$ cat config.mk
export PLATFORM = sky130hd
export DESIGN_NAME = calendar_date_arithmetic_unit
export DESIGN_NICKNAME = d
export VERILOG_FILES = /design/src/rtl/cda_pkg.sv /design/src/rtl/cda_ctrl.sv /design/src/rtl/cda_datapath.sv /design/src/rtl/calendar_date_arithmetic_unit.sv
export SDC_FILE = /design/constraint.sdc
export NUM_CORES = 1
export LEC_CHECK = 0
export ABC_CLOCK_PERIOD_IN_PS = 7750
export BUFFER_PORTS_ARGS = -buffer_cell sky130_fd_sc_hd__buf_2
export CAP_MARGIN = 20
export CORE_MARGIN = 2
export CORE_UTILIZATION = 52
export DETAILED_ROUTE_END_ITERATION = 12
export GPL_TIMING_DRIVEN = 0
export PLACE_DENSITY = 0.76
export SYNTH_ARGS = -nofsm -noshare
export SYNTH_HDL_FRONTEND = slang
export SYNTH_SLANG_ARGS = --single-unit
$ cat constraint.sdc
create_clock -name aclk -period 7.75 [get_ports aclk]
set_input_delay 0.775 -clock aclk [delete_from_list [all_inputs] [get_ports aclk]]
set_output_delay 0.775 -clock aclk [all_outputs]
set_load 0.1 [all_outputs]
$ cat src/rtl/cda_pkg.sv
`timescale 1ns / 1ps

package cda_pkg;

    // Operation codes carried in the mode field.
    typedef enum logic [2:0] {
        MODE_SET_DATE   = 3'd0,
        MODE_SET_DAY    = 3'd1,
        MODE_SET_MONTH  = 3'd2,
        MODE_SET_YEAR   = 3'd3,
        MODE_ADD_DAYS   = 3'd4,
        MODE_ADD_MONTHS = 3'd5,
        MODE_ADD_YEARS  = 3'd6,
        MODE_READ       = 3'd7
    } mode_t;

    // Result status codes.
    typedef enum logic [1:0] {
        STATUS_OK       = 2'd0,
        STATUS_INVALID  = 2'd1,
        STATUS_OVERFLOW = 2'd2
    } status_t;

    // Controller states.
    typedef enum logic [2:0] {
        ST_IDLE,
        ST_PREP,
        ST_DIV,
        ST_MON,
        ST_QUO,
        ST_REM,
        ST_WALK,
        ST_DONE
    } cda_state_t;

    // Input word.
    typedef struct packed {
        logic [2:0]         mode;
        logic [4:0]         day_value;
        logic [3:0]         month_value;
        logic [15:0]        year_value;
        logic signed [15:0] count;
    } cda_in_t;

    // Result word.
    typedef struct packed {
        logic [4:0]  cur_day;
        logic [3:0]  cur_month;
        logic [15:0] cur_year;
        logic [8:0]  day_of_year;
        logic [1:0]  status;
    } cda_out_t;

    // Commands from the controller to the datapath.
    typedef struct packed {
        logic capture;
        logic prep;
        logic div;
        logic mon;
        logic quo;
        logic rem;
        logic walk;
        logic finish;
    } cda_cmd_t;

    // Status from the datapath to the controller.
    typedef struct packed {
        mode_t mode;
        logic  neg;
        logic  walk_done;
        logic  out_free;
    } cda_sts_t;

    // floor(x / 3) = (x * RECIP3) >> RECIP3_SHIFT for any 16-bit x.
    localparam logic [15:0] RECIP3       = 16'd43691;
    localparam int          RECIP3_SHIFT = 17;

    // floor(y / 25) = (y * RECIP25) >> RECIP25_SHIFT for any 16-bit y.
    localparam logic [16:0] RECIP25       = 17'd83887;
    localparam int          RECIP25_SHIFT = 21;

    // Days in a month; months outside 1..12 read as 31.
    function automatic logic [4:0] month_len(input logic [3:0] m, input logic leap);
        logic [4:0] len;
        case (m)
            4'd2: begin
                len = leap ? 5'd29 : 5'd28;
            end
            4'd4, 4'd6, 4'd9, 4'd11: begin
                len = 5'd30;
            end
            default: begin
                len = 5'd31;
            end
        endcase
        return len;
    endfunction

    // Days in the months before month m of a common year.
    function automatic logic [8:0] days_before(input logic [3:0] m);
        logic [8:0] days;
        case (m)
            4'd2:    days = 9'd31;
            4'd3:    days = 9'd59;
            4'd4:    days = 9'd90;
            4'd5:    days = 9'd120;
            4'd6:    days = 9'd151;
            4'd7:    days = 9'd181;
            4'd8:    days = 9'd212;
            4'd9:    days = 9'd243;
            4'd10:   days = 9'd273;
            4'd11:   days = 9'd304;
            4'd12:   days = 9'd334;
            default: days = 9'd0;
        endcase
        return days;
    endfunction

endpackage

$ cat src/rtl/cda_ctrl.sv
`timescale 1ns / 1ps

module cda_ctrl import cda_pkg::*; (
    input  logic     aclk,
    input  logic     aresetn,
    input  logic     s_valid,
    output logic     s_ready,
    input  cda_sts_t sts,
    output cda_cmd_t cmd
);

    cda_state_t state_reg;
    cda_state_t state_next;

    // Next state.
    always_comb begin
        state_next = state_reg;
        case (state_reg)
            ST_IDLE: begin
                if (s_valid) begin
                    state_next = ST_PREP;
                end
            end
            ST_PREP: begin
                state_next = (sts.mode == MODE_ADD_MONTHS) ? ST_DIV : ST_QUO;
            end
            ST_DIV: begin
                state_next = ST_MON;
            end
            ST_MON: begin
                state_next = ST_QUO;
            end
            ST_QUO: begin
                state_next = ST_REM;
            end
            ST_REM: begin
                if (sts.mode == MODE_ADD_DAYS && !sts.neg) begin
                    state_next = ST_WALK;
                end else begin
                    state_next = ST_DONE;
                end
            end
            ST_WALK: begin
                if (sts.walk_done) begin
                    state_next = ST_DONE;
                end
            end
            ST_DONE: begin
                if (sts.out_free) begin
                    state_next = ST_IDLE;
                end
            end
            default: begin
                state_next = ST_IDLE;
            end
        endcase
    end

    // Commands for the datapath.
    always_comb begin
        cmd     = '0;
        s_ready = 1'b0;
        case (state_reg)
            ST_IDLE: begin
                s_ready     = 1'b1;
                cmd.capture = s_valid;
            end
            ST_PREP: begin
                cmd.prep = 1'b1;
            end
            ST_DIV: begin
                cmd.div = 1'b1;
            end
            ST_MON: begin
                cmd.mon = 1'b1;
            end
            ST_QUO: begin
                cmd.quo = 1'b1;
            end
            ST_REM: begin
                cmd.rem = 1'b1;
            end
            ST_WALK: begin
                cmd.walk = 1'b1;
            end
            ST_DONE: begin
                cmd.finish = sts.out_free;
            end
            default: begin
                cmd = '0;
            end
        endcase
    end

    always_ff @(posedge aclk) begin
        if (!aresetn) begin
            state_reg <= ST_IDLE;
        end else begin
            state_reg <= state_next;
        end
    end

endmodule

$ cat src/rtl/cda_datapath.sv
`timescale 1ns / 1ps

module cda_datapath import cda_pkg::*; (
    input  logic     aclk,
    input  logic     aresetn,
    input  cda_in_t  s_data,
    input  cda_cmd_t cmd,
    output cda_sts_t sts,
    output logic     m_valid,
    input  logic     m_ready,
    output cda_out_t m_data
);

    // Captured input word.
    cda_in_t     in_reg, in_next;
    // Stored date and its leap flag.
    logic [4:0]  day_reg, day_next;
    logic [3:0]  month_reg, month_next;
    logic [15:0] year_reg, year_next;
    logic        leap_reg, leap_next;
    // Working date; the year has one extra bit to show overflow.
    logic [15:0] wd_reg, wd_next;
    logic [3:0]  wm_reg, wm_next;
    logic [16:0] wy_reg, wy_next;
    // Month arithmetic and year residue mod 25.
    logic [15:0] tot_reg, tot_next;
    logic [11:0] q12_reg, q12_next;
    logic [11:0] q25_reg, q25_next;
    logic [4:0]  r25_reg, r25_next;
    // Output register.
    cda_out_t    out_reg, out_next;
    logic        out_valid_reg, out_valid_next;

    mode_t       mode;
    logic        neg;
    logic [14:0] cnt;
    logic        leap_w;
    logic [4:0]  mlen_w;
    logic [8:0]  ylen_w;
    logic        year_step;
    logic        walk_done;
    logic [4:0]  r25_inc;
    logic [31:0] prod3;
    logic [32:0] prod25;
    logic [15:0] q12x12;
    logic [15:0] rem12;
    logic [15:0] q25x25;
    logic [15:0] rem25;
    logic        date_ok;
    logic [4:0]  fd_fix;
    logic [4:0]  fd_clamp;
    logic [4:0]  fd;
    status_t     status;
    logic        accept;
    logic [4:0]  sel_d;
    logic [3:0]  sel_m;
    logic [15:0] sel_y;
    logic        sel_leap;
    logic [8:0]  doy;

    assign mode = mode_t'(in_reg.mode);
    assign neg  = in_reg.count[15];
    assign cnt  = in_reg.count[14:0];

    // Leap year from the low bits and the residue mod 25 of the working year.
    assign leap_w = (wy_reg[1:0] == 2'd0) && ((r25_reg != 5'd0) || (wy_reg[3:0] == 4'd0));
    assign mlen_w = month_len(wm_reg, leap_w);
    assign ylen_w = leap_w ? 9'd366 : 9'd365;
    assign r25_inc = (r25_reg == 5'd24) ? 5'd0 : r25_reg + 5'd1;

    // One walk step covers a whole year from January, otherwise one month.
    assign year_step = (wm_reg == 4'd1) && (wd_reg > {7'd0, ylen_w});
    assign walk_done = wy_reg[16] || (wd_reg <= {11'd0, mlen_w});

    // Division of the month total by 12 and of the year by 25.
    assign prod3  = {18'd0, tot_reg[15:2]} * {16'd0, RECIP3};
    assign q12x12 = {1'b0, q12_reg, 3'd0} + {2'd0, q12_reg, 2'd0};
    assign rem12  = tot_reg - q12x12;
    assign prod25 = {17'd0, wy_reg[15:0]} * {16'd0, RECIP25};
    assign q25x25 = {q25_reg, 4'd0} + {1'b0, q25_reg, 3'd0} + {4'd0, q25_reg};
    assign rem25  = wy_reg[15:0] - q25x25;

    // Checks and day fixes for the final step.
    assign date_ok = (wd_reg[15:5] == 11'd0) && (wd_reg[4:0] != 5'd0)
                  && (wm_reg >= 4'd1) && (wm_reg <= 4'd12)
                  && (wy_reg != 17'd0) && (wd_reg[4:0] <= mlen_w);
    assign fd_fix = (wm_reg == 4'd2 && wd_reg[4:0] == 5'd29 && !leap_w) ? 5'd28 : wd_reg[4:0];
    assign fd_clamp = (wd_reg[4:0] > mlen_w) ? mlen_w : wd_reg[4:0];

    always_comb begin
        status = STATUS_OK;
        fd     = wd_reg[4:0];
        case (mode)
            MODE_SET_DATE, MODE_SET_DAY, MODE_SET_MONTH: begin
                status = date_ok ? STATUS_OK : STATUS_INVALID;
            end
            MODE_SET_YEAR: begin
                status = (wy_reg == 17'd0) ? STATUS_INVALID : STATUS_OK;
                fd     = fd_fix;
            end
            MODE_ADD_DAYS: begin
                if (neg) begin
                    status = STATUS_INVALID;
                end else if (wy_reg[16]) begin
                    status = STATUS_OVERFLOW;
                end
            end
            MODE_ADD_MONTHS: begin
                if (neg) begin
                    status = STATUS_INVALID;
                end else if (wy_reg[16]) begin
                    status = STATUS_OVERFLOW;
                end
                fd = fd_clamp;
            end
            MODE_ADD_YEARS: begin
                if (neg) begin
                    status = STATUS_INVALID;
                end else if (wy_reg[16]) begin
                    status = STATUS_OVERFLOW;
                end
                fd = fd_fix;
            end
            default: begin
                status = STATUS_OK;
            end
        endcase
    end

    // Date that stands after the item, and its ordinal day.
    assign accept   = (status == STATUS_OK);
    assign sel_d    = accept ? fd : day_reg;
    assign sel_m    = accept ? wm_reg : month_reg;
    assign sel_y    = accept ? wy_reg[15:0] : year_reg;
    assign sel_leap = accept ? leap_w : leap_reg;
    assign doy = {4'd0, sel_d} + days_before(sel_m)
               + {8'd0, (sel_leap && sel_m > 4'd2)};

    // Next values of all registers.
    always_comb begin
        in_next        = in_reg;
        day_next       = day_reg;
        month_next     = month_reg;
        year_next      = year_reg;
        leap_next      = leap_reg;
        wd_next        = wd_reg;
        wm_next        = wm_reg;
        wy_next        = wy_reg;
        tot_next       = tot_reg;
        q12_next       = q12_reg;
        q25_next       = q25_reg;
        r25_next       = r25_reg;
        out_next       = out_reg;
        out_valid_next = out_valid_reg;

        if (m_ready) begin
            out_valid_next = 1'b0;
        end

        if (cmd.capture) begin
            in_next = s_data;
        end

        // Load the working date with the candidate for this operation.
        if (cmd.prep) begin
            wd_next  = {11'd0, day_reg};
            wm_next  = month_reg;
            wy_next  = {1'b0, year_reg};
            tot_next = {12'd0, month_reg} - 16'd1 + {1'b0, cnt};
            case (mode)
                MODE_SET_DATE: begin
                    wd_next = {11'd0, in_reg.day_value};
                    wm_next = in_reg.month_value;
                    wy_next = {1'b0, in_reg.year_value};
                end
                MODE_SET_DAY: begin
                    wd_next = {11'd0, in_reg.day_value};
                end
                MODE_SET_MONTH: begin
                    wm_next = in_reg.month_value;
                end
                MODE_SET_YEAR: begin
                    wy_next = {1'b0, in_reg.year_value};
                end
                MODE_ADD_DAYS: begin
                    wd_next = {11'd0, day_reg} + {1'b0, cnt};
                end
                MODE_ADD_YEARS: begin
                    wy_next = {1'b0, year_reg} + {2'd0, cnt};
                end
                default: begin
                    wd_next = {11'd0, day_reg};
                end
            endcase
        end

        // Whole years carried out of the month total.
        if (cmd.div) begin
            q12_next = prod3[RECIP3_SHIFT +: 12];
        end

        if (cmd.mon) begin
            wy_next = wy_reg + {5'd0, q12_reg};
            wm_next = rem12[3:0] + 4'd1;
        end

        // Residue of the working year mod 25 for the leap test.
        if (cmd.quo) begin
            q25_next = prod25[RECIP25_SHIFT +: 12];
        end

        if (cmd.rem) begin
            r25_next = rem25[4:0];
        end

        // Date walk: one year or one month each cycle.
        if (cmd.walk && !walk_done) begin
            if (year_step) begin
                wd_next  = wd_reg - {7'd0, ylen_w};
                wy_next  = wy_reg + 17'd1;
                r25_next = r25_inc;
            end else begin
                wd_next = wd_reg - {11'd0, mlen_w};
                if (wm_reg == 4'd12) begin
                    wm_next  = 4'd1;
                    wy_next  = wy_reg + 17'd1;
                    r25_next = r25_inc;
                end else begin
                    wm_next = wm_reg + 4'd1;
                end
            end
        end

        // Commit the date and load the result word.
        if (cmd.finish) begin
            day_next              = sel_d;
            month_next            = sel_m;
            year_next             = sel_y;
            leap_next             = sel_leap;
            out_next.cur_day      = sel_d;
            out_next.cur_month    = sel_m;
            out_next.cur_year     = sel_y;
            out_next.day_of_year  = doy;
            out_next.status       = status;
            out_valid_next        = 1'b1;
        end
    end

    always_ff @(posedge aclk) begin
        if (!aresetn) begin
            day_reg       <= 5'd1;
            month_reg     <= 4'd1;
            year_reg      <= 16'd2000;
            leap_reg      <= 1'b1;
            out_valid_reg <= 1'b0;
        end else begin
            day_reg       <= day_next;
            month_reg     <= month_next;
            year_reg      <= year_next;
            leap_reg      <= leap_next;
            out_valid_reg <= out_valid_next;
        end
    end

    always_ff @(posedge aclk) begin
        in_reg  <= in_next;
        wd_reg  <= wd_next;
        wm_reg  <= wm_next;
        wy_reg  <= wy_next;
        tot_reg <= tot_next;
        q12_reg <= q12_next;
        q25_reg <= q25_next;
        r25_reg <= r25_next;
        out_reg <= out_next;
    end

    assign sts.mode      = mode;
    assign sts.neg       = neg;
    assign sts.walk_done = walk_done;
    assign sts.out_free  = !out_valid_reg || m_ready;

    assign m_valid = out_valid_reg;
    assign m_data  = out_reg;

endmodule

$ cat src/rtl/calendar_date_arithmetic_unit.sv
`timescale 1ns / 1ps

// Gregorian date register with arithmetic. The unit holds one date, 1/1/2000
// after reset, and each input word sets it (whole date, day, month or year,
// with validation), adds a non-negative count of days, months or years, or
// just reads it; every word returns exactly one result word with the stored
// date, its day of year and a status, and a rejected word leaves the date as
// it was. One word is in work at a time: after the edge that accepts a word,
// the sequencer steps through PREP, then DIV and MON when adding months,
// then QUO and REM, then, when adding days, the date walker, which moves a
// whole year per cycle from January and one month per cycle otherwise, and
// last DONE, which loads the result word once the output register is free,
// so a result word held back by m_ready stalls the unit there. A new input
// word can be accepted while the previous result is still held in the output
// register.
module calendar_date_arithmetic_unit import cda_pkg::*; (
    input  logic     aclk,
    input  logic     aresetn,
    input  logic     s_valid,
    output logic     s_ready,
    input  cda_in_t  s_data,
    output logic     m_valid,
    input  logic     m_ready,
    output cda_out_t m_data
);

    cda_cmd_t cmd;
    cda_sts_t sts;

    // Sequencer.
    cda_ctrl u_ctrl (
        .aclk    (aclk),
        .aresetn (aresetn),
        .s_valid (s_valid),
        .s_ready (s_ready),
        .sts     (sts),
        .cmd     (cmd)
    );

    // Date registers, arithmetic and output register.
    cda_datapath u_datapath (
        .aclk    (aclk),
        .aresetn (aresetn),
        .s_data  (s_data),
        .cmd     (cmd),
        .sts     (sts),
        .m_valid (m_valid),
        .m_ready (m_ready),
        .m_data  (m_data)
    );

endmodule

# [Yosys cells after proc, flatten, opt, wreduce, memory -nomap -nowiden]
# Memory sizes are Yosys's and may differ from the RTL's.
# Index checks and enable logic that the tools add are counted.
[word_totals] output_inout_bits=38 word_cells=168 romBits=144 register_bits=185 n_memories=1 input_bits=48
[classes] n_mux=53 mul=2 n_eq_ne=25 n_reduce_logical=39 addsub=18 magnitude_cmp=7
[memory_table] name="(no name shown)" words=16 word_bits=9 rd=1 rd_clocked_by_memory_dff=0 wr=0 line="cda_pkg.sv:102" text="case (m)"
[op_table] operator="17-bit 2-to-1 mux" n=5
[op_table] operator="16-bit 2-to-1 mux" n=4
[op_table] operator="5-bit 2-to-1 mux" n=8
[op_table] operator="17-bit one-hot mux with 2 select lines" n=1
[op_table] operator="16-bit one-hot mux with 2 select lines" n=1
[op_table] operator="14-bit by 16-bit multiplier with 29-bit output, second input constant" n=1
[op_table] operator="4-bit 2-to-1 mux" n=7
[op_table] operator="16-bit by 17-bit multiplier with 26-bit output, second input constant" n=1
[op_table] operator="3-bit one-hot mux with 8 select lines" n=1
[op_table] operator="3-bit equality test, second input constant" n=7
[op_table] operator="5-bit one-hot mux with 2 select lines" n=2
[op_table] operator="16-bit by 15-bit adder with 17-bit output" n=1
[op_table] operator="17-bit by 1-bit adder with 17-bit output, second input constant" n=1
[op_table] operator="17-bit by 12-bit adder with 17-bit output" n=1
[op_table] operator="17-bit logical NOT" n=1
[op_table] operator="17-bit nonzero test" n=1
[op_table] operator="16-bit by 15-bit adder with 16-bit output" n=1
[op_table] operator="5-bit by 15-bit adder with 16-bit output" n=1
[op_table] operator="16-bit by 9-bit greater-than comparator with 1-bit output" n=1
[op_table] operator="16-bit by 5-bit <= comparator with 1-bit output" n=1
[op_table] operator="1-bit 2-to-1 mux" n=16
[op_table] operator="16-bit by 5-bit subtractor with 16-bit output" n=1
[op_table] operator="16-bit by 9-bit subtractor with 16-bit output" n=1
[op_table] operator="3-bit by 2-bit equality test with 1-bit output, second input constant" n=4
[op_table] operator="other kinds (38)" n=75

# [Longest topological paths before layout]
[depth] ltp_word=14 ltp_mapped=25

# [Modules after synthesis]
# Synthesis repeated with hierarchy kept, for this count alone.
[hier_totals] cells_unflattened=1926 area_unflattened_um2=19162.1
[modules_own_cells] mod="cda_datapath" cells_per_inst=1889 area_each_um2=18853.1 n_inst=1 seq_area_each_um2=4934.7
[modules_own_cells] mod="cda_ctrl" cells_per_inst=37 area_each_um2=309.0 n_inst=1 seq_area_each_um2=60.1

# [Least setup slack after synthesis]
# Ideal clock, no wire load.
[synth_timing] kind="register to register" startpoint="reg u_datapath.tot_reg[12]" endpoint="reg u_datapath.q12_reg[5], data pin" path_stages_with_launch=18 path_buffers=0 required_time_ns=7.588 setup_time_ns=0.162 setup_slack_ns=2.142 t_arrival_ns=5.446 cell_sequence="edfxtp_1 -> ha_1 -> inv_1 -> fa_1 -> fa_1 -> inv_1 -> fa_1 -> fa_1 -> fa_1 -> ha_1 -> nand4_1 -> a21oi_1 -> a2111oi_0 -> a21o_1 -> a21boi_0 -> o21a_1 -> or4b_2 -> o2111ai_1"
[synth_via] elab_chain_cells=1
[synth_rtl] element="start: declaration" line="cda_datapath.sv:26" text="logic [15:0] tot_reg, tot_next;"
[synth_rtl] element="start signal: assignment" line="cda_datapath.sv:270" text="tot_reg <= tot_next;"
[synth_rtl] element="14-bit by 16-bit multiplier with 29-bit output" line="cda_datapath.sv:76" text="assign prod3 = {18'd0, tot_reg[15:2]} * {16'd0, RECIP3};"
[synth_rtl] element="named net u_datapath.prod3[22]" line="cda_datapath.sv:43" text="logic [31:0] prod3;"
[synth_rtl] element="end signal: assignment" line="cda_datapath.sv:271" text="q12_reg <= q12_next;"
[synth_rtl] element="end: declaration" line="cda_datapath.sv:27" text="logic [11:0] q12_reg, q12_next;"
# The timed path passes the listed nets, and every way through them passes these cells.
# A chain may end at the register's enable or synchronous reset.

# [Final worst setup path]
[layout_timing] startpoint="reg u_datapath.wy_reg[3]" endpoint="reg u_datapath.out_reg, in the netlist u_datapath.m_data[10], data pin"
[layout_via] elab_chain_cells=14 word_cells_on_any_way=28
[layout_rtl] element="start: declaration" line="cda_datapath.sv:24" text="logic [16:0] wy_reg, wy_next;"
[layout_rtl] element="start signal: assignment" line="cda_datapath.sv:269" text="wy_reg <= wy_next;"
[layout_rtl] element="4-bit logical NOT" line="cda_datapath.sv:66" text="assign leap_w = (wy_reg[1:0] == 2'd0) && ((r25_reg != 5'd0) || (wy_reg[3:0] == 4'd0));"
[layout_rtl] element="1-bit logical OR" line="cda_datapath.sv:66"
[layout_rtl] element="1-bit logical AND" line="cda_datapath.sv:66"
[layout_rtl] element="1-bit 2-to-1 mux" line="cda_pkg.sv:87" text="len = leap ? 5'd29 : 5'd28;"
[layout_rtl] element="5-bit one-hot mux with 2 select lines" line="cda_pkg.sv:85" text="case (m)"
[layout_rtl] element="5-bit <= comparator" line="cda_datapath.sv:86" text="&& (wy_reg != 17'd0) && (wd_reg[4:0] <= mlen_w);"
[layout_rtl] element="1-bit logical AND" line="cda_datapath.sv:86"
[layout_rtl] element="1-bit 2-to-1 mux" line="cda_datapath.sv:95" text="status = date_ok ? STATUS_OK : STATUS_INVALID;"
[layout_rtl] element="2-bit one-hot mux with 3 select lines" line="cda_datapath.sv:93" text="case (mode)"
[layout_rtl] element="2-bit logical NOT" line="cda_datapath.sv:131" text="assign accept = (status == STATUS_OK);"
[layout_rtl] element="4-bit 2-to-1 mux" line="cda_datapath.sv:133" text="assign sel_m = accept ? wm_reg : month_reg;"
[layout_rtl] element="memory read 16 x 9 bit / 4-bit by 2-bit greater-than comparator with 1-bit output (equally long branches)"
[layout_rtl] element="5-bit by 9-bit adder with 9-bit output / 1-bit logical AND (equally long branches)" line="cda_datapath.sv:136, cda_datapath.sv:137"
[layout_rtl] element="9-bit by 1-bit adder with 9-bit output (*)" line="cda_datapath.sv:137" text="+ {8'd0, (sel_leap && sel_m > 4'd2)};"
[layout_rtl] element="named net u_datapath.doy[8]" line="cda_datapath.sv:59" text="logic [8:0] doy;"
[layout_rtl] element="end signal: assignment" line="cda_datapath.sv:274" text="out_reg <= out_next;"
[layout_rtl] element="end: declaration" line="cda_datapath.sv:31" text="cda_out_t out_reg, out_next;"
# Mark *: on every way through the listed nets, which the timed path passes. The rest lies on a longest branch.

==> impl_metrics.toml <==
[synthesis]
synth_area_per_cell_um2 = 9.896
syn_nets = 2384
synth_edf_count = 129
ys_seq_area_frac = 0.2655
synth_seq_cells = 185
mappedNetlistArea_um2 = 18810
synth-main-ff-cell = "edfxtp_1"
yosys_warnings = 0
ys_types = 83
syn_inst = 1901
async_flop_share = 0

[worst_setup_path]
crit_fanout = 11
cp-end-kind = "flip-flop"
rr_endpoint = "u_datapath.m_data[10]"
worstPathCellList = "inv_1 -> ha_1 -> o21ai_0 -> buf_2 -> nand2_1 -> nand2_1 -> o21ai_0 -> ha_1 -> nand2_1 -> o211ai_1 -> nand4_1 -> a21oi_4 -> buf_6 -> buf_4 -> mux2i_1 -> fa_1 -> inv_1 -> fa_1 -> a21o_1 -> a21oi_1 -> nor2b_1 -> o21a_1 -> a31oi_1 -> o21ai_1"
critPathSlowestCell = "dfxtp_1"
reg2regPathDepth = 24
r2r-start = "u_datapath.wy_reg[3]"
critPathRequiredTime_ns = 7.93
critical_path_class = "reg2reg"
cp_data_arrival_time_ns = 6.87
start_kind = "flip-flop"
cpPeakStageDelay_ns = 0.85
rrSetupSlack_ns = 1.06
cp_common_cell = "nand2_1"

[cts]
clock_sinks = 185
clk_latency_ns = 0.46
cts_resized = 0
cts_root_buffer = "clkbuf_16"
path_clk_slew_ns = 0.08
cts_tree = "built"
h-tree-depth = 4
cts_buffers = 17
cts.path.max_buffers = 2
post-cts-setup-buffers = 0
hold_buffers = 0

[worst_hold_path]
hp-class = "in2reg"
hold_end = "u_datapath.in_reg[34]"
hp-start = "s_data[34]"
whs_path_depth = 1

[sta]
finClkSkew_ns = 0.01613
slew_violations = 0
clock.fmax_ghz = 0.1496
relSlewSlack = 0.2319
hold_violations = 0
finalSetupViolations = 0
rsz0062_at_grt = "no"
worstMarginPinSlew_ns = 1.143
setup-tns-final_ns = 0
post-route-period-util = 0.8626
finalCriticalPeriod_ns = 6.685

[drt]
drt_pass1_iterations = 8
drt-wirelength-per-cell_um = 19.95
vias_per_cell = 5.976
drt_iter0_drc = 1183
vias = 14860
ant_nets = 0
wl_um = 49580
drc = 0

[cells_and_area]
final_common_cell = "ha_1"
fin_nets = 2495
area_delta_synth_final_pct = 9.265
antenna_cells = 0
most-common-layout-cells = "277 x ha_1, 267 x inv_1, 158 x fa_1"
largest_register_ff_count = 36
nFillCells = 2983
drive_gt1_frac = 0.08395

[status]
outcome = "finished clean"

[floorplan]
fp.dieH_um = 194.2
start_util = 0.5289
die-area_um2 = 37710
design.core.area_um2 = 35570
die_x_um = 194.2
pin_count = 86
core.rowCount = 69

[global_route]
grt_max_degree = 39
grt_usage = 0.2650
overflow = 0
antenna_found_initial = 0
grt_pass1_wl_um = 78950
first_global_vias = 15150

[place]
gp_congestion = 0.9895
portBuffers = 85
dp_hpwl_um = 39730

[job]
maxCapViolCount = 0
-- cell type report --
type                    instances  area [um2]  share of cell area
flip-flops and latches        185        4995              0.2430
clock inverters                15       202.7            0.009861
repair buffers                 92       535.5             0.02605
plain buffers                  57       250.2             0.01217
clock buffers                  17       425.4             0.02070
multi-input cells            1390       12560              0.6110
inverters                     269        1010             0.04912
well taps                     461       576.8             0.02806
-- layer usage --
| layer | vias to the layer above | track usage | wire length [um] |
|---|---|---|---|
| met1 | 7215 | 0.3393 | 20560 |
| li1 | 6895 | - | - |
| met2 | 609 | 0.4533 | 23810 |
| met3 | 137 | 0.04070 | 3388 |
| met4 | 0 | 0.1002 | 1829 |
| met5 | - | 0 | 0 |
-- worst max-delay path by stage --
stage,startpoint,end,slack (ns),cells past startpoint
6_report,u_datapath.wy_reg[3],u_datapath.m_data[10],1.06,24
5_1_grt,u_datapath.wy_reg[3],u_datapath.m_data[10],0.87,24
4_1_cts,u_datapath.wy_reg[3],u_datapath.m_data[10],1.23,24
3_5_place_dp,u_datapath.wy_reg[3],u_datapath.m_data[10],1.25,24
3_3_place_gp,u_datapath.wy_reg[3],u_datapath.m_data[10],1.01,23
2_1_floorplan,u_datapath.tot_reg[12],u_datapath.q12_reg[5],2.14,17
-- per-stage QoR --
stage               cells  hold WS (ns)  setup WS (ns)  instance area, um2    util
detailed placement   2452        0.5141          1.251               19890  0.5592
global placement     2447        0.4841          1.013               19810  0.5571
CTS                  2484        0.4835          1.229               20520  0.5769
finish               2486        0.4916          1.065               20550  0.5779
global route         2486        0.4824         0.8659               20550  0.5779
floorplan            1901        0.4634          2.142               18810       -
-- worst max-delay path: cells and delay by family, from the launching register on --
family                     cells  cell delay (ns)
buffers and inverters          5             1.12
adders and majority gates      4             1.36
muxes                          1             0.40
AOI/OAI and AO/OA              9             2.11
DFF                            1             0.85
and+or+nand+nor                5             0.55
-- synth_stat cells, types with 4 or more instances --
library cell  number  area share
ha_1             277        0.18
inv_1            267       0.053
fa_1             158        0.17
edfxtp_1         129        0.21
a21oi_1          122       0.032
nand2_1          115       0.023
nor2_1           107       0.021
xnor2_1           74       0.034
dfxtp_1           56       0.060
o21ai_0           52       0.014
nor3_1            39       0.010
clkbuf_1          38      0.0076
xor2_1            37       0.017
nand3_1           33      0.0088
a211oi_1          25       0.010
a21o_1            24      0.0096
a31oi_1           20      0.0067
o21ai_1           19      0.0051
o22ai_1           19      0.0063
mux2i_1           18      0.0096
nand2b_1          18      0.0060
nor2b_1           18      0.0060
nand4_1           17      0.0057
o211ai_1          16      0.0064
mux2_2            14      0.0084
o221ai_1          14      0.0065
o21a_1            13      0.0052
nor3b_1           11      0.0044
and3_1            10      0.0033
o21bai_1           8      0.0032
a211o_1            7      0.0033
buf_1              7      0.0014
nor4_1             7      0.0023
buf_2              6      0.0016
or3_1              6      0.0020
a311oi_1           5      0.0023
and2_1             5      0.0017
o31ai_1            5      0.0020
a21boi_0           4      0.0016
a41oi_1            4      0.0019
nand3b_1           4      0.0016
-- cells by family after synthesis --
| kind of cell | synth area share |
|---|---|
| compound gates | 0.1381 |
| xor+xnor | 0.05168 |
| fa+ha+maj | 0.3524 |
| buf+inv | 0.06691 |
| flops | 0.2655 |
| mux | 0.01869 |
| simple gates | 0.1068 |
Power is left out: the tool's default activity adds up to more than one toggle a clock period on the data nets, which glitch-free logic cannot reach.
